### src/design/adhesion_ode_euler_step_macros.svh
// Assertion macros shared by the integrator modules.
`ifndef ADHESION_ODE_EULER_STEP_MACROS_SVH
`define ADHESION_ODE_EULER_STEP_MACROS_SVH

`ifndef SYNTHESIS

`define AOE_ASSERT_IMPL(label, clk, rst, ante, cons) \
  label: assert property (@(posedge clk) disable iff (rst) (ante) |-> (cons)) \
    else $error("assertion failed");

`define AOE_ASSERT_NEXT(label, clk, rst, ante, cons) \
  label: assert property (@(posedge clk) disable iff (rst) (ante) |=> (cons)) \
    else $error("assertion failed");

`else

`define AOE_ASSERT_IMPL(label, clk, rst, ante, cons)

`define AOE_ASSERT_NEXT(label, clk, rst, ante, cons)

`endif

`endif

### src/design/aoe_pkg.sv
// Shared types, constants and the micro-program of the Euler integrator.
`timescale 1ns / 1ps

package aoe_pkg;

  localparam int STATE_WIDTH_DEF = 48;
  localparam int AMOUNT_WIDTH    = 48;
  localparam int RATE_WIDTH      = 47;
  localparam int STEP_WIDTH      = 16;
  localparam int CFG_INDEX_WIDTH = 3;
  localparam int FRAC_BITS       = 32;
  localparam int DIGIT_WIDTH     = 32;
  localparam int MAG_DIGITS      = 2;
  localparam int MAG_WIDTH       = DIGIT_WIDTH * MAG_DIGITS;
  localparam int PROD_WIDTH      = 2 * MAG_WIDTH;
  localparam int PC_WIDTH        = 5;

  // Q16.32 constants
  localparam logic [63:0] FX_DT   = 64'd429497;
  localparam logic [63:0] FX_ET   = 64'd429496729600;
  localparam logic [63:0] FX_PT   = 64'd1439415340;
  localparam logic [63:0] FX_KM   = 64'd42949673;
  localparam logic [63:0] FX_K2   = 64'd128849019;
  localparam logic [63:0] INIT_EB = 64'd429496729600;
  localparam logic [63:0] INIT_B  = 64'd150799312994;
  localparam logic [63:0] INIT_C  = 64'd1431655765;

  // register defaults
  localparam logic [RATE_WIDTH-1:0] THRESHOLD_CT_RST = 47'd214748364800;
  localparam logic [RATE_WIDTH-1:0] RELEASE_RATE_RST = 47'd8589934592;
  localparam logic [RATE_WIDTH-1:0] DETACH_RATE_RST  = 47'd429496730;
  localparam logic [STEP_WIDTH-1:0] WINDOW_START_RST = 16'd4000;
  localparam logic [STEP_WIDTH-1:0] WINDOW_END_RST   = 16'd8000;
  localparam logic [STEP_WIDTH-1:0] OUT_INTERVAL_RST = 16'd100;
  localparam logic [RATE_WIDTH-1:0] BIND_RATE_RST    = 47'd429496729600;
  localparam logic [RATE_WIDTH-1:0] UNBIND_RATE_RST  = 47'd81604378624;

  typedef enum logic [CFG_INDEX_WIDTH-1:0] {
    REG_THRESHOLD_CT    = 3'd0,
    REG_RELEASE_RATE    = 3'd1,
    REG_DETACH_RATE     = 3'd2,
    REG_WINDOW_START    = 3'd3,
    REG_WINDOW_END      = 3'd4,
    REG_OUTPUT_INTERVAL = 3'd5,
    REG_BIND_RATE       = 3'd6,
    REG_UNBIND_RATE     = 3'd7
  } cfg_reg_t;

  typedef enum logic [1:0] {
    OP_ADD = 2'd0,
    OP_SUB = 2'd1,
    OP_MUL = 2'd2
  } op_t;

  typedef struct packed {
    logic start;
    op_t  op;
  } alu_ctl_t;

  typedef enum logic [4:0] {
    SRC_ZERO, SRC_KP, SRC_KMR, SRC_A, SRC_D, SRC_PT, SRC_KM, SRC_K2,
    SRC_ET, SRC_DT, SRC_EC, SRC_EB, SRC_B, SRC_C, SRC_T0, SRC_T1,
    SRC_BIND, SRC_UNB, SRC_DEB, SRC_DB, SRC_DEC, SRC_DC
  } src_t;

  typedef enum logic [3:0] {
    DST_T0, DST_T1, DST_BIND, DST_UNB, DST_DEB, DST_DB, DST_DEC, DST_DC,
    DST_EC, DST_EB, DST_B, DST_C
  } dst_t;

  typedef enum logic [1:0] {
    SEQ_NEXT, SEQ_BRANCH, SEQ_JUMP, SEQ_END
  } seq_t;

  typedef struct packed {
    op_t  op;
    dst_t dst;
    src_t sa;
    src_t sb;
    seq_t seq;
  } uop_t;

  localparam logic [PC_WIDTH-1:0] PC_RELEASE = 5'd8;
  localparam logic [PC_WIDTH-1:0] PC_REBIND  = 5'd14;
  localparam logic [PC_WIDTH-1:0] PC_UPDATE  = 5'd24;

  // One Euler step: shared rate terms, then release or rebinding branch,
  // then the four dt-scaled state updates.
  function automatic uop_t uop_rom(input logic [PC_WIDTH-1:0] pc);
    uop_t u;
    case (pc)
      5'd0:  u = '{OP_MUL, DST_T0,   SRC_KP,   SRC_B,    SEQ_NEXT};
      5'd1:  u = '{OP_SUB, DST_T1,   SRC_PT,   SRC_C,    SEQ_NEXT};
      5'd2:  u = '{OP_MUL, DST_BIND, SRC_T0,   SRC_T1,   SEQ_NEXT};
      5'd3:  u = '{OP_MUL, DST_UNB,  SRC_KMR,  SRC_C,    SEQ_NEXT};
      5'd4:  u = '{OP_MUL, DST_DEC,  SRC_D,    SRC_EB,   SEQ_NEXT};
      5'd5:  u = '{OP_MUL, DST_T0,   SRC_K2,   SRC_C,    SEQ_NEXT};
      5'd6:  u = '{OP_SUB, DST_T1,   SRC_BIND, SRC_UNB,  SEQ_NEXT};
      5'd7:  u = '{OP_SUB, DST_DC,   SRC_T1,   SRC_T0,   SEQ_BRANCH};
      // release
      5'd8:  u = '{OP_ADD, DST_T0,   SRC_A,    SRC_D,    SEQ_NEXT};
      5'd9:  u = '{OP_MUL, DST_T1,   SRC_T0,   SRC_EB,   SEQ_NEXT};
      5'd10: u = '{OP_SUB, DST_DEB,  SRC_ZERO, SRC_T1,   SEQ_NEXT};
      5'd11: u = '{OP_SUB, DST_T0,   SRC_T1,   SRC_BIND, SEQ_NEXT};
      5'd12: u = '{OP_ADD, DST_T0,   SRC_T0,   SRC_UNB,  SEQ_NEXT};
      5'd13: u = '{OP_ADD, DST_DB,   SRC_T0,   SRC_KM,   SEQ_JUMP};
      // rebinding
      5'd14: u = '{OP_SUB, DST_T0,   SRC_ET,   SRC_EC,   SEQ_NEXT};
      5'd15: u = '{OP_SUB, DST_T0,   SRC_T0,   SRC_EB,   SEQ_NEXT};
      5'd16: u = '{OP_MUL, DST_T0,   SRC_ET,   SRC_T0,   SEQ_NEXT};
      5'd17: u = '{OP_MUL, DST_T1,   SRC_T0,   SRC_B,    SEQ_NEXT};
      5'd18: u = '{OP_SUB, DST_DEB,  SRC_T1,   SRC_DEC,  SEQ_NEXT};
      5'd19: u = '{OP_SUB, DST_T0,   SRC_ZERO, SRC_T1,   SEQ_NEXT};
      5'd20: u = '{OP_ADD, DST_T0,   SRC_T0,   SRC_DEC,  SEQ_NEXT};
      5'd21: u = '{OP_SUB, DST_T0,   SRC_T0,   SRC_BIND, SEQ_NEXT};
      5'd22: u = '{OP_ADD, DST_T0,   SRC_T0,   SRC_UNB,  SEQ_NEXT};
      5'd23: u = '{OP_ADD, DST_DB,   SRC_T0,   SRC_KM,   SEQ_NEXT};
      // state update
      5'd24: u = '{OP_MUL, DST_T0,   SRC_DT,   SRC_DEC,  SEQ_NEXT};
      5'd25: u = '{OP_ADD, DST_EC,   SRC_EC,   SRC_T0,   SEQ_NEXT};
      5'd26: u = '{OP_MUL, DST_T0,   SRC_DT,   SRC_DEB,  SEQ_NEXT};
      5'd27: u = '{OP_ADD, DST_EB,   SRC_EB,   SRC_T0,   SEQ_NEXT};
      5'd28: u = '{OP_MUL, DST_T0,   SRC_DT,   SRC_DB,   SEQ_NEXT};
      5'd29: u = '{OP_ADD, DST_B,    SRC_B,    SRC_T0,   SEQ_NEXT};
      5'd30: u = '{OP_MUL, DST_T0,   SRC_DT,   SRC_DC,   SEQ_NEXT};
      5'd31: u = '{OP_ADD, DST_C,    SRC_C,    SRC_T0,   SEQ_END};
      default: u = '{OP_ADD, DST_T0, SRC_ZERO, SRC_ZERO, SEQ_END};
    endcase
    return u;
  endfunction

endpackage

### src/design/aoe_rem.sv
// Bit-serial remainder of the step index by the output interval.
`timescale 1ns / 1ps

module aoe_rem (
  input  logic                           clk,
  input  logic                           rst,
  input  logic                           start,
  input  logic [aoe_pkg::STEP_WIDTH-1:0] dividend,
  input  logic [aoe_pkg::STEP_WIDTH-1:0] divisor,
  output logic                           done,
  output logic                           zero
);
  import aoe_pkg::*;

  localparam int CNT_WIDTH = $clog2(STEP_WIDTH + 1);

  logic                  busy;
  logic                  have;
  logic [CNT_WIDTH-1:0]  cnt;
  logic [STEP_WIDTH-1:0] qs;
  logic [STEP_WIDTH-1:0] r;
  logic [STEP_WIDTH:0]   rs;
  logic [STEP_WIDTH:0]   diff;
  logic                  ge;

  assign rs   = {r, qs[STEP_WIDTH-1]};
  assign ge   = rs >= {1'b0, divisor};
  assign diff = rs - {1'b0, divisor};

  always_ff @(posedge clk) begin
    if (rst) begin
      busy <= 1'b0;
      have <= 1'b0;
      cnt  <= '0;
    end else if (start) begin
      qs   <= dividend;
      r    <= '0;
      cnt  <= CNT_WIDTH'(STEP_WIDTH);
      busy <= 1'b1;
      have <= 1'b0;
    end else if (busy) begin
      // one quotient bit a cycle, restoring
      r   <= ge ? diff[STEP_WIDTH-1:0] : rs[STEP_WIDTH-1:0];
      qs  <= {qs[STEP_WIDTH-2:0], 1'b0};
      cnt <= cnt - CNT_WIDTH'(1);
      if (cnt == CNT_WIDTH'(1)) begin
        busy <= 1'b0;
        have <= 1'b1;
      end
    end
  end

  assign done = have;
  assign zero = (r == '0);

endmodule

### config.mk
export PLATFORM = sky130hd
export DESIGN_NAME = aoe_rem
export DESIGN_NICKNAME = d
export VERILOG_FILES = /design/src/design/adhesion_ode_euler_step_macros.svh /design/src/design/aoe_pkg.sv /design/src/design/aoe_rem.sv
export SDC_FILE = /design/constraint.sdc
export NUM_CORES = 1
export LEC_CHECK = 0
export ABC_AREA = 1
export ABC_CLOCK_PERIOD_IN_PS = 3100
export BUFFER_PORTS_ARGS = -buffer_cell sky130_fd_sc_hd__buf_2
export CAP_MARGIN = 20
export CELL_PAD_IN_SITES_DETAIL_PLACEMENT = 2
export CELL_PAD_IN_SITES_GLOBAL_PLACEMENT = 2
export CORE_UTILIZATION = 25
export DETAILED_ROUTE_END_ITERATION = 8
export PLACE_DENSITY_LB_ADDON = 0.12
export SLEW_MARGIN = 20
export SYNTH_ARGS = -nofsm -noshare
export SYNTH_HDL_FRONTEND = slang
export SYNTH_SLANG_ARGS = --single-unit
### constraint.sdc
create_clock -name clk -period 3.1 [get_ports clk]
set_clock_uncertainty 0.05 [all_clocks]
set_input_delay 0.62 -clock clk [delete_from_list [all_inputs] [get_ports clk]]
set_output_delay 0.62 -clock clk [all_outputs]
set_load 0.05 [all_outputs]
==> flow_summary.json <==
{
  "crit_start": "r[7]",
  "rsz0062_at_grt": "no",
  "cts-htree-levels": 2,
  "clock_sinks": 39,
  "setup_slack_ns": 0.735,
  "drc": 0,
  "synth_edf_count": 32,
  "endpoint_kind": "register",
  "grt_max_degree": 31,
  "synth_nets": 506,
  "globalplace.congestion": 0.756,
  "final_core_utilization_pct": 30.0,
  "cts-resized-gates": 0,
  "final_hold_viol_count": 0,
  "min_path_type": "reg2reg",
  "viasPerCell": 4.30,
  "synthCells": 452,
  "cp.required_ns": 3.19,
  "cp_top_family": "simple AND/OR/NAND/NOR gates",
  "worstPathMaxFanout": 17,
  "crit_slowest_cell": "edfxtp_1",
  "critPathCapture": "r[13]",
  "period_share_pct": 76.3,
  "firstDrtPassIters": 4,
  "start_util_pct": 25.9,
  "slowest_delay_ns": 0.45,
  "p_per_area_mw_per_mm2": 466,
  "path_clk_slew_ns": 0.06,
  "ir_worst_vdd_mv": 0.228,
  "r2r_slack_ns": 0.74,
  "async_reset_ff_share_pct": 0,
  "syn_avg_cell_area_um2": 6.95,
  "rr_worst_depth": 12,
  "crit_type": "reg2reg",
  "antenna_left": 0,
  "die_area_mm2": 0.0130,
  "crit_top_cell": "nand2_1",
  "start_kind": "register",
  "fmax_ghz": 0.423,
  "die_h_um": 114,
  "grt_pass1_wl_mm": 15.8,
  "worst-path-buf-inv": 3,
  "synth_seq_cells": 39,
  "root_buffer": "clkbuf_16",
  "drive_gt1_share_pct": 17.3,
  "setup_viol": 0,
  "ys.flop_type": "edfxtp_1",
  "r2r_start": "r[7]",
  "clk_latency_ns": 0.28,
  "path_cells": "ha_1 > nand2_1 > inv_1 > nand2_1 > nand2_1 > inv_1 > nand3_2 > nand2_4 > nand2_4 > inv_4 > nor2_1 > nor2_1",
  "cts_tree": "yes",
  "leakage_nw": 1.90,
  "status": "finished clean",
  "maxSlewViolCount": 0,
  "path_depth": 12,
  "post-dp-hpwl_mm": 7.90,
  "numCtsBuffers": 5,
  "vias": 2830,
  "reg2reg_to": "r[13]",
  "cts_hold_buf": 0,
  "rows": 40,
  "min_path_cells": 2,
  "area_delta_synth_final_pct": 15.6,
  "arrival_ns": 2.46,
  "antenna_found_initial": 0,
  "post_cts_buffers": 0,
  "grt.total_usage_pct": 15.7,
  "core_mm2": 0.0121,
  "syn_area_mm2": 0.00314,
  "die_w_um": 114,
  "io_pins": 37,
  "maxSlewHeadroom_pct": 69.2,
  "grt_pass1_vias": 3158,
  "maxCapViolCount": 0,
  "wl_per_cell_um": 14.3,
  "numPortBuffers": 36,
  "post-place-ws_ns": 0.435,
  "worst_slew_pin_slew_ns": 0.461,
  "period_minus_slack_ns": 2.36,
  "ys_seq_area_share_pct": 35.1,
  "clk_path_buf_depth": 2,
  "nFillCells": 1485,
  "yosysWarningCount": 0,
  "drtIter0Drc": 81,
  "routed_wl_mm": 9.44,
  "ys_types": 34,
  "fin_tns_setup_ns": 0,
  "finalNetCount": 543,
  "antenna_cells": 0,
  "globalRouteOverflowTotal": 0
}
## stage by stage
stage          cells  total power, mW  instance area [µm²]  hold WS, ns
2_1_floorplan    452             1.06                 3140        0.392
3_3_place_gp     650             1.21                 3490        0.406
3_5_place_dp     650             1.22                 3490        0.423
4_1_cts          658             1.73                 3630        0.443
5_1_grt          658             1.82                 3630        0.479
6_report         658             1.69                 3630        0.432
## tightest hold or removal path, cell delays in order, from the launching register on
cell and delay, ns:
dfxtp_1 0.33, nor2_1 0.05, nor2_1 0.07
## routing by layer
layer  track usage, %  part of all wire, %  up-vias  wire [µm]
met2             28.6                   50       33       4690
li1                 -                    -     1458          -
met1             19.9                   47     1332       4480
met3             1.27                  2.0        7        189
met5                0                    0        -          0
met4             3.81                 0.93        0         88
## layout make-up
class / instances / area [µm²] / area share [%]
clock buffer: 8 / 136 / 3.76
inverter: 89 / 337 / 9.27
multi-input combinational: 316 / 1650 / 45.5
sequential: 39 / 1100 / 30.3
tap: 168 / 210 / 5.79
timing repair buffer: 38 / 195 / 5.38
## kinds of logic (layout without fill, tap and decap cells)
kind of cell	count (synthesis)	count (layout)	synth area share, %
adders and majority gates	19	19	7.81
xor gates and xnor gates	8	8	2.23
buffers and inverters	97	135	12.7
and+or+nand+nor	278	278	40.2
DFF	39	39	35.1
AOI/OAI and AO/OA	11	11	1.99
## sequential cells by signal (all words and copies together), names as in the netlist
name and count:
busy 1, cnt 5, done 1, qs 16, r 16
## synth_stat cells (2+ instances only)
cell type,instances,share of area (%)
xnor2_1,2,0.56
or2_1,2,0.40
nor2_2,21,4.2
inv_1,87,10
nand4_1,9,1.8
nor2_4,4,1.4
a21oi_1,7,1.1
and2_1,2,0.40
xor2_1,6,1.7
buf_2,2,0.32
buf_6,2,0.72
nand2_1,153,18
clkbuf_1,2,0.24
nor3_1,3,0.48
nand3_1,32,5.1
edfxtp_1,32,31
ha_1,18,7.2
nand2_2,7,1.4
nor2_1,38,4.5
dfxtp_1,7,4.5
or2_2,2,0.40
nand2_4,2,0.72
## how the worst min path moves through the flow
stage,start,endpoint,slack [ns]
4_1_cts,done,done,0.44
5_1_grt,done,done,0.48
3_5_place_dp,done,done,0.42
6_report,done,done,0.43
2_1_floorplan,cnt[4],cnt[4],0.39
3_3_place_gp,done,done,0.41
## placed cells by master (no fill, tap or decap)
cell type / instances
or2_1: 2
or2_2: 2
a21oi_2: 1
nand4_1: 9
o21ai_0: 1
buf_2: 36
fa_1: 1
nor3_4: 1
and2_1: 2
inv_2: 1
buf_4: 2
clkbuf_1: 3
nor4_1: 1
nand3_2: 1
a21oi_1: 6
a21oi_4: 1
nor3_1: 3
ha_1: 18
nor2_2: 21
a211oi_1: 1
nor2_1: 38
nor2_4: 4
clkbuf_16: 5
xnor2_1: 2
nand2_4: 2
a31oi_1: 1
xor2_1: 6
inv_1: 87
nand2_2: 7
nand2_1: 153
nand3_1: 32
dfxtp_1: 7
inv_4: 1
edfxtp_1: 32
## power by group
group	internal, mW	total [mW]	switching, mW
Combinational	0.188	0.553	0.365
Sequential	0.622	0.647	0.0247
Clock	0.299	0.492	0.193
Total	1.11	1.69	0.583
(Power assumes the default switching activity.)
