$ cat config.mk
export PLATFORM = sky130hd
export DESIGN_NAME = aoe_alu
export DESIGN_NICKNAME = d
export VERILOG_FILES = /design/src/design/aoe_pkg.sv /design/src/design/aoe_alu.sv
export VERILOG_INCLUDE_DIRS = /design/src /design/src/design
export SDC_FILE = /design/constraint.sdc
export NUM_CORES = 2
export LEC_CHECK = 0
export ABC_AREA = 1
export BUFFER_PORTS_ARGS = -buffer_cell sky130_fd_sc_hd__buf_2
export CAP_MARGIN = 20
export CORE_ASPECT_RATIO = 1.1
export CORE_MARGIN = 5
export CORE_UTILIZATION = 41
export DETAILED_ROUTE_END_ITERATION = 10
export SLEW_MARGIN = 20
export SYNTH_ARGS = -nofsm -noshare
export SYNTH_HDL_FRONTEND = slang
export SYNTH_SLANG_ARGS = --single-unit
$ cat constraint.sdc
create_clock -name clk -period 24.6 [get_ports clk]
set_input_delay 2.46 -clock clk [delete_from_list [all_inputs] [get_ports clk]]
set_output_delay 2.46 -clock clk [all_outputs]
set_load 0.005 [all_outputs]
$ cat src/design/adhesion_ode_euler_step_macros.svh
// Assertion macros shared by the integrator modules.
`ifndef ADHESION_ODE_EULER_STEP_MACROS_SVH
`define ADHESION_ODE_EULER_STEP_MACROS_SVH

`ifndef SYNTHESIS

`define AOE_ASSERT_IMPL(label, clk, rst, ante, cons) \
  label: assert property (@(posedge clk) disable iff (rst) (ante) |-> (cons)) \
    else $error("assertion failed");

`define AOE_ASSERT_NEXT(label, clk, rst, ante, cons) \
  label: assert property (@(posedge clk) disable iff (rst) (ante) |=> (cons)) \
    else $error("assertion failed");

`else

`define AOE_ASSERT_IMPL(label, clk, rst, ante, cons)

`define AOE_ASSERT_NEXT(label, clk, rst, ante, cons)

`endif

`endif

$ cat src/design/aoe_pkg.sv
// Shared types, constants and the micro-program of the Euler integrator.
`timescale 1ns / 1ps

package aoe_pkg;

  localparam int STATE_WIDTH_DEF = 48;
  localparam int AMOUNT_WIDTH    = 48;
  localparam int RATE_WIDTH      = 47;
  localparam int STEP_WIDTH      = 16;
  localparam int CFG_INDEX_WIDTH = 3;
  localparam int FRAC_BITS       = 32;
  localparam int DIGIT_WIDTH     = 32;
  localparam int MAG_DIGITS      = 2;
  localparam int MAG_WIDTH       = DIGIT_WIDTH * MAG_DIGITS;
  localparam int PROD_WIDTH      = 2 * MAG_WIDTH;
  localparam int PC_WIDTH        = 5;

  // Q16.32 constants
  localparam logic [63:0] FX_DT   = 64'd429497;
  localparam logic [63:0] FX_ET   = 64'd429496729600;
  localparam logic [63:0] FX_PT   = 64'd1439415340;
  localparam logic [63:0] FX_KM   = 64'd42949673;
  localparam logic [63:0] FX_K2   = 64'd128849019;
  localparam logic [63:0] INIT_EB = 64'd429496729600;
  localparam logic [63:0] INIT_B  = 64'd150799312994;
  localparam logic [63:0] INIT_C  = 64'd1431655765;

  // register defaults
  localparam logic [RATE_WIDTH-1:0] THRESHOLD_CT_RST = 47'd214748364800;
  localparam logic [RATE_WIDTH-1:0] RELEASE_RATE_RST = 47'd8589934592;
  localparam logic [RATE_WIDTH-1:0] DETACH_RATE_RST  = 47'd429496730;
  localparam logic [STEP_WIDTH-1:0] WINDOW_START_RST = 16'd4000;
  localparam logic [STEP_WIDTH-1:0] WINDOW_END_RST   = 16'd8000;
  localparam logic [STEP_WIDTH-1:0] OUT_INTERVAL_RST = 16'd100;
  localparam logic [RATE_WIDTH-1:0] BIND_RATE_RST    = 47'd429496729600;
  localparam logic [RATE_WIDTH-1:0] UNBIND_RATE_RST  = 47'd81604378624;

  typedef enum logic [CFG_INDEX_WIDTH-1:0] {
    REG_THRESHOLD_CT    = 3'd0,
    REG_RELEASE_RATE    = 3'd1,
    REG_DETACH_RATE     = 3'd2,
    REG_WINDOW_START    = 3'd3,
    REG_WINDOW_END      = 3'd4,
    REG_OUTPUT_INTERVAL = 3'd5,
    REG_BIND_RATE       = 3'd6,
    REG_UNBIND_RATE     = 3'd7
  } cfg_reg_t;

  typedef enum logic [1:0] {
    OP_ADD = 2'd0,
    OP_SUB = 2'd1,
    OP_MUL = 2'd2
  } op_t;

  typedef struct packed {
    logic start;
    op_t  op;
  } alu_ctl_t;

  typedef enum logic [4:0] {
    SRC_ZERO, SRC_KP, SRC_KMR, SRC_A, SRC_D, SRC_PT, SRC_KM, SRC_K2,
    SRC_ET, SRC_DT, SRC_EC, SRC_EB, SRC_B, SRC_C, SRC_T0, SRC_T1,
    SRC_BIND, SRC_UNB, SRC_DEB, SRC_DB, SRC_DEC, SRC_DC
  } src_t;

  typedef enum logic [3:0] {
    DST_T0, DST_T1, DST_BIND, DST_UNB, DST_DEB, DST_DB, DST_DEC, DST_DC,
    DST_EC, DST_EB, DST_B, DST_C
  } dst_t;

  typedef enum logic [1:0] {
    SEQ_NEXT, SEQ_BRANCH, SEQ_JUMP, SEQ_END
  } seq_t;

  typedef struct packed {
    op_t  op;
    dst_t dst;
    src_t sa;
    src_t sb;
    seq_t seq;
  } uop_t;

  localparam logic [PC_WIDTH-1:0] PC_RELEASE = 5'd8;
  localparam logic [PC_WIDTH-1:0] PC_REBIND  = 5'd14;
  localparam logic [PC_WIDTH-1:0] PC_UPDATE  = 5'd24;

  // One Euler step: shared rate terms, then release or rebinding branch,
  // then the four dt-scaled state updates.
  function automatic uop_t uop_rom(input logic [PC_WIDTH-1:0] pc);
    uop_t u;
    case (pc)
      5'd0:  u = '{OP_MUL, DST_T0,   SRC_KP,   SRC_B,    SEQ_NEXT};
      5'd1:  u = '{OP_SUB, DST_T1,   SRC_PT,   SRC_C,    SEQ_NEXT};
      5'd2:  u = '{OP_MUL, DST_BIND, SRC_T0,   SRC_T1,   SEQ_NEXT};
      5'd3:  u = '{OP_MUL, DST_UNB,  SRC_KMR,  SRC_C,    SEQ_NEXT};
      5'd4:  u = '{OP_MUL, DST_DEC,  SRC_D,    SRC_EB,   SEQ_NEXT};
      5'd5:  u = '{OP_MUL, DST_T0,   SRC_K2,   SRC_C,    SEQ_NEXT};
      5'd6:  u = '{OP_SUB, DST_T1,   SRC_BIND, SRC_UNB,  SEQ_NEXT};
      5'd7:  u = '{OP_SUB, DST_DC,   SRC_T1,   SRC_T0,   SEQ_BRANCH};
      // release
      5'd8:  u = '{OP_ADD, DST_T0,   SRC_A,    SRC_D,    SEQ_NEXT};
      5'd9:  u = '{OP_MUL, DST_T1,   SRC_T0,   SRC_EB,   SEQ_NEXT};
      5'd10: u = '{OP_SUB, DST_DEB,  SRC_ZERO, SRC_T1,   SEQ_NEXT};
      5'd11: u = '{OP_SUB, DST_T0,   SRC_T1,   SRC_BIND, SEQ_NEXT};
      5'd12: u = '{OP_ADD, DST_T0,   SRC_T0,   SRC_UNB,  SEQ_NEXT};
      5'd13: u = '{OP_ADD, DST_DB,   SRC_T0,   SRC_KM,   SEQ_JUMP};
      // rebinding
      5'd14: u = '{OP_SUB, DST_T0,   SRC_ET,   SRC_EC,   SEQ_NEXT};
      5'd15: u = '{OP_SUB, DST_T0,   SRC_T0,   SRC_EB,   SEQ_NEXT};
      5'd16: u = '{OP_MUL, DST_T0,   SRC_ET,   SRC_T0,   SEQ_NEXT};
      5'd17: u = '{OP_MUL, DST_T1,   SRC_T0,   SRC_B,    SEQ_NEXT};
      5'd18: u = '{OP_SUB, DST_DEB,  SRC_T1,   SRC_DEC,  SEQ_NEXT};
      5'd19: u = '{OP_SUB, DST_T0,   SRC_ZERO, SRC_T1,   SEQ_NEXT};
      5'd20: u = '{OP_ADD, DST_T0,   SRC_T0,   SRC_DEC,  SEQ_NEXT};
      5'd21: u = '{OP_SUB, DST_T0,   SRC_T0,   SRC_BIND, SEQ_NEXT};
      5'd22: u = '{OP_ADD, DST_T0,   SRC_T0,   SRC_UNB,  SEQ_NEXT};
      5'd23: u = '{OP_ADD, DST_DB,   SRC_T0,   SRC_KM,   SEQ_NEXT};
      // state update
      5'd24: u = '{OP_MUL, DST_T0,   SRC_DT,   SRC_DEC,  SEQ_NEXT};
      5'd25: u = '{OP_ADD, DST_EC,   SRC_EC,   SRC_T0,   SEQ_NEXT};
      5'd26: u = '{OP_MUL, DST_T0,   SRC_DT,   SRC_DEB,  SEQ_NEXT};
      5'd27: u = '{OP_ADD, DST_EB,   SRC_EB,   SRC_T0,   SEQ_NEXT};
      5'd28: u = '{OP_MUL, DST_T0,   SRC_DT,   SRC_DB,   SEQ_NEXT};
      5'd29: u = '{OP_ADD, DST_B,    SRC_B,    SRC_T0,   SEQ_NEXT};
      5'd30: u = '{OP_MUL, DST_T0,   SRC_DT,   SRC_DC,   SEQ_NEXT};
      5'd31: u = '{OP_ADD, DST_C,    SRC_C,    SRC_T0,   SEQ_END};
      default: u = '{OP_ADD, DST_T0, SRC_ZERO, SRC_ZERO, SEQ_END};
    endcase
    return u;
  endfunction

endpackage

$ cat src/design/aoe_alu.sv
// Shared saturating add/subtract and iterative Q16.32 multiply unit.
`timescale 1ns / 1ps
`include "adhesion_ode_euler_step_macros.svh"

module aoe_alu #(
  parameter int STATE_WIDTH = aoe_pkg::STATE_WIDTH_DEF
) (
  input  logic                          clk,
  input  logic                          rst,
  input  aoe_pkg::alu_ctl_t             ctl,
  input  logic signed [STATE_WIDTH-1:0] a,
  input  logic signed [STATE_WIDTH-1:0] b,
  output logic                          done,
  output logic signed [STATE_WIDTH-1:0] y
);
  import aoe_pkg::*;

  localparam int W       = STATE_WIDTH;
  localparam int Q_WIDTH = PROD_WIDTH - FRAC_BITS;
  localparam logic signed [W-1:0] VMAX = {1'b0, {(W-1){1'b1}}};
  localparam logic signed [W-1:0] VMIN = {1'b1, {(W-1){1'b0}}};
  localparam logic [2:0] K_LAST = 3'(MAG_DIGITS * MAG_DIGITS);
  localparam logic [PROD_WIDTH-1:0] ROUND_HALF = PROD_WIDTH'(1) << (FRAC_BITS - 1);

  typedef enum logic [2:0] {
    A_IDLE = 3'b001,
    A_MUL  = 3'b010,
    A_FIN  = 3'b100
  } alu_state_t;

  alu_state_t              alu_state;
  logic [MAG_WIDTH-1:0]    ma;
  logic [MAG_WIDTH-1:0]    mb;
  logic                    neg;
  logic [2:0]              k;
  logic [2*DIGIT_WIDTH-1:0] pp;
  logic [1:0]              pw;
  logic [PROD_WIDTH-1:0]   acc;

  logic [W-1:0]            a_mag;
  logic [W-1:0]            b_mag;
  logic signed [W:0]       ea;
  logic signed [W:0]       eb;
  logic signed [W:0]       as_sum;
  logic signed [W-1:0]     as_y;
  logic [DIGIT_WIDTH-1:0]  dig_a;
  logic [DIGIT_WIDTH-1:0]  dig_b;
  logic [2*DIGIT_WIDTH-1:0] pp_next;
  logic [PROD_WIDTH-1:0]   pp_shift;
  logic [PROD_WIDTH-1:0]   rsum;
  logic [Q_WIDTH-1:0]      q;
  logic                    q_sat;
  logic signed [W-1:0]     qm;
  logic signed [W-1:0]     mul_y;

  assign a_mag = a[W-1] ? W'(-a) : W'(a);
  assign b_mag = b[W-1] ? W'(-b) : W'(b);

  assign ea     = {a[W-1], a};
  assign eb     = {b[W-1], b};
  assign as_sum = (ctl.op == OP_SUB) ? (ea - eb) : (ea + eb);
  assign as_y   = (as_sum[W] != as_sum[W-1]) ? (as_sum[W] ? VMIN : VMAX) : as_sum[W-1:0];

  // k[1] walks the digits of a, k[0] those of b
  assign dig_a   = k[1] ? ma[MAG_WIDTH-1:DIGIT_WIDTH] : ma[DIGIT_WIDTH-1:0];
  assign dig_b   = k[0] ? mb[MAG_WIDTH-1:DIGIT_WIDTH] : mb[DIGIT_WIDTH-1:0];
  assign pp_next = 64'(dig_a) * 64'(dig_b);

  always_comb begin
    case (pw)
      2'd0:    pp_shift = {{(2*DIGIT_WIDTH){1'b0}}, pp};
      2'd1:    pp_shift = {{DIGIT_WIDTH{1'b0}}, pp, {DIGIT_WIDTH{1'b0}}};
      2'd2:    pp_shift = {pp, {(2*DIGIT_WIDTH){1'b0}}};
      default: pp_shift = '0;
    endcase
  end

  // round magnitude to nearest, ties away from zero, then saturate
  assign rsum  = acc + ROUND_HALF;
  assign q     = rsum[PROD_WIDTH-1:FRAC_BITS];
  assign q_sat = |q[Q_WIDTH-1:W-1];
  assign qm    = $signed(q[W-1:0]);
  assign mul_y = q_sat ? (neg ? VMIN : VMAX) : (neg ? -qm : qm);

  always_ff @(posedge clk) begin
    if (rst) begin
      alu_state <= A_IDLE;
      done      <= 1'b0;
      k         <= '0;
    end else begin
      done <= 1'b0;
      unique case (alu_state)
        A_IDLE: begin
          if (ctl.start) begin
            unique case (ctl.op)
              OP_ADD, OP_SUB: begin
                y    <= as_y;
                done <= 1'b1;
              end
              OP_MUL: begin
                ma        <= MAG_WIDTH'(a_mag);
                mb        <= MAG_WIDTH'(b_mag);
                neg       <= a[W-1] ^ b[W-1];
                acc       <= '0;
                k         <= '0;
                alu_state <= A_MUL;
              end
              default: begin
                y    <= '0;
                done <= 1'b1;
              end
            endcase
          end
        end
        A_MUL: begin
          // product of step k registered, summed in the next cycle
          if (k != K_LAST) begin
            pp <= pp_next;
            pw <= {1'b0, k[1]} + {1'b0, k[0]};
          end
          if (k != 3'd0) begin
            acc <= acc + pp_shift;
          end
          k <= k + 3'd1;
          if (k == K_LAST) begin
            alu_state <= A_FIN;
          end
        end
        A_FIN: begin
          y         <= mul_y;
          done      <= 1'b1;
          alu_state <= A_IDLE;
        end
        default: alu_state <= A_IDLE;
      endcase
    end
  end

  `AOE_ASSERT_IMPL(a_alu_start_idle, clk, rst, ctl.start, alu_state == A_IDLE)
  `AOE_ASSERT_NEXT(a_alu_done_pulse, clk, rst, done, !done)
  `AOE_ASSERT_NEXT(a_alu_mul_sign, clk, rst, alu_state == A_FIN && !neg, !y[W-1])

endmodule

==> results.ini <==
[status]
status=complete, no violations

[cells_and_area]
stdcell_count=11800
fill_cells=17400
area_delta_synth_final_pct=7.27
drive_above_1_share=0.0459
final_nets=11000

[synthesis]
yosys.cell_types.count=57
synth_area_leader_cell=fa_1
synth_top_area_frac=0.265
synthMuxAreaShare=0
yosysWarnings=0
syn-mean-instance-area_sq_um=7.13
netlist_instances=9511
synth_fa_ha_area_frac=0.347
synth_most_common_cell=nand2_1
synth_xor_xnor_area_share=0.0319
yosys.area_share.simple=0.244
ys_seq_elements=346
ys.flop_type=edfxtp_1
synth-compound-area-share=0.108
synth_nets=11000
synth_edf_count=339
synth_area_sq_um=67800
synth_top_family_by_area=adder cells
yosys-top-cells-count=2013 x nand2_1, 1792 x inv_1, 1643 x nor2_1, 898 x fa_1, 564 x a21oi_1
async_flop_share=0
synth_seq_area_share=0.152
ys_top_cells_by_area=fa_1 27%, edfxtp_1 15%, nand2_1 11%

[routing]
drt-initial-drc-count=6366
vias_per_cell=5.50
drc=0
routed-via-count=64900
first_pass_iters=6
routed_wl_mm=304
postRouteAntennaNets=0
detail_route.wl_per_cell_microns=25.8

[global_routing]
grt_max_degree=129
grt_first_pass_wirelength_mm=438
track_usage=0.344
grt_overflow=0
grt_pass1_vias=65400
busiest_layer=met2
grt_antenna_before_repair=9
grtUsageMet2=0.558
met1_usage=0.419
use_met3=0.0600

[clock_tree]
cts_resized=0
cts_made_buffers=47
cts.path.max_buffers=3
cts-root-buf=clkbuf_16
path_clk_slew_ns=0.06
h-tree-depth=2
clock_sinks=346
postCtsHoldBufs=0
insertion_delay_ns=0.69
cts_tree=built
post_cts_buffers=0

[worst_setup_path]
worstSetupEndpointType=flop
worstPathRequired_ns=24.96
crit_path_start_kind=flop
crit_fanout=22
crit_top_cell=fa_1
setup.worst_path.class=reg2reg
cp.arrival_ns=10.53
crit_path_top_delay_cell=dfxtp_1
slowest_delay_ns=0.98

[sta]
period_share=0.413
worst_pin_slew_ns=1.14
rsz0062_at_grt=false
fin_ws_ns=14.43
min_period_ns=10.17
hold_viol=0
setup_tns_ns=0
relSlewSlack=0.235
final-setup-viol-count=0
final_max_slew_viol_count=0
skew_ns=0.0777
clock.fmax_ghz=0.0983

[die]
rows=156
initial_utilization=0.412
dieArea_sq_um=174000
pin_count=150
die-width_microns=398
core_area_sq_um=164000
die_y_microns=436

[worst_hold_path]
hold_class=reg2reg

[placed_design]
dp_cells=11700
dp_hpwl_mm=253
pre_cts_slack_ns=14.64
gp_congestion=1.06
portBuffers=149

[run]
drv_cap=0

-- worst paths after layout --
check | cells past startpoint | slack [ns] | start | endpoint
hold / removal | 4 | 0.59 | k[2] | k[2]
setup / recovery | 28 | 14.43 | k[1] | pp[52]
setup reg to reg | 28 | 14.43 | k[1] | pp[52]
hold reg to reg | 4 | 0.59 | k[2] | k[2]
-- through the flow --
stage           util  instance area [sq um]  hold slack [ns]
2_1_floorplan      -                  67800            0.553
3_3_place_gp   0.433                  71100            0.566
3_5_place_dp   0.433                  71100            0.578
4_1_cts        0.442                  72700            0.589
5_1_grt        0.442                  72700            0.667
6_report       0.442                  72700            0.589
-- metal layers --
metal	vias up	share of wire
met1	31400	0.38
met5	-	0.00012
met2	3074	0.46
met4	6	0.087
li1	29600	-
met3	818	0.077
-- kinds of logic after synthesis --
logic type / after synthesis
and+or+nand+nor: 4149
adders and majority gates: 1342
AOI/OAI and AO/OA: 1349
xor gates and xnor gates: 247
buffers and inverters: 2078
DFF: 346
-- worst max-delay path: cells and delay by family, from the launching register on --
family	cells	cell delay (ns)
simple gates	2	0.93
buf+inv	9	2.14
fa+ha+maj	9	4.30
flops	1	0.98
xor+xnor	1	0.16
compound gates	7	1.34
-- layout make-up --
class,count,area [sq um],share of cell area
antenna,3,7.51,0.000103
clock buffer,60,1250,0.0173
clock inverter,28,307,0.00422
inverter,1823,6850,0.0941
multi-input combinational,7087,49700,0.684
sequential,346,10300,0.142
tap,2212,2770,0.0381
timing repair buffer,244,1490,0.0205
-- cell usage in the layout (no fill, tap or decap), types with 93 or more instances in the layout --
cell	netlist	final
nand3_1	229	229
inv_1	1792	1791
nand2_1	2013	2012
fa_1	898	898
nor2_1	1643	1641
buf_4	15	93
o21ai_0	493	479
edfxtp_1	339	339
xor2_1	149	149
buf_2	8	149
ha_1	444	444
a21oi_1	564	563
xnor2_1	98	98
-- state kept, by name (all words and copies together), names as in the netlist --
name and flops:
acc 128, alu_state 3, done 1, k 3
ma 48, mb 48, neg 1, pp 64
pw 2, y 48
Power is not shown: default switching activity piles up to over one toggle a cycle in this logic, so the estimate is an artifact.
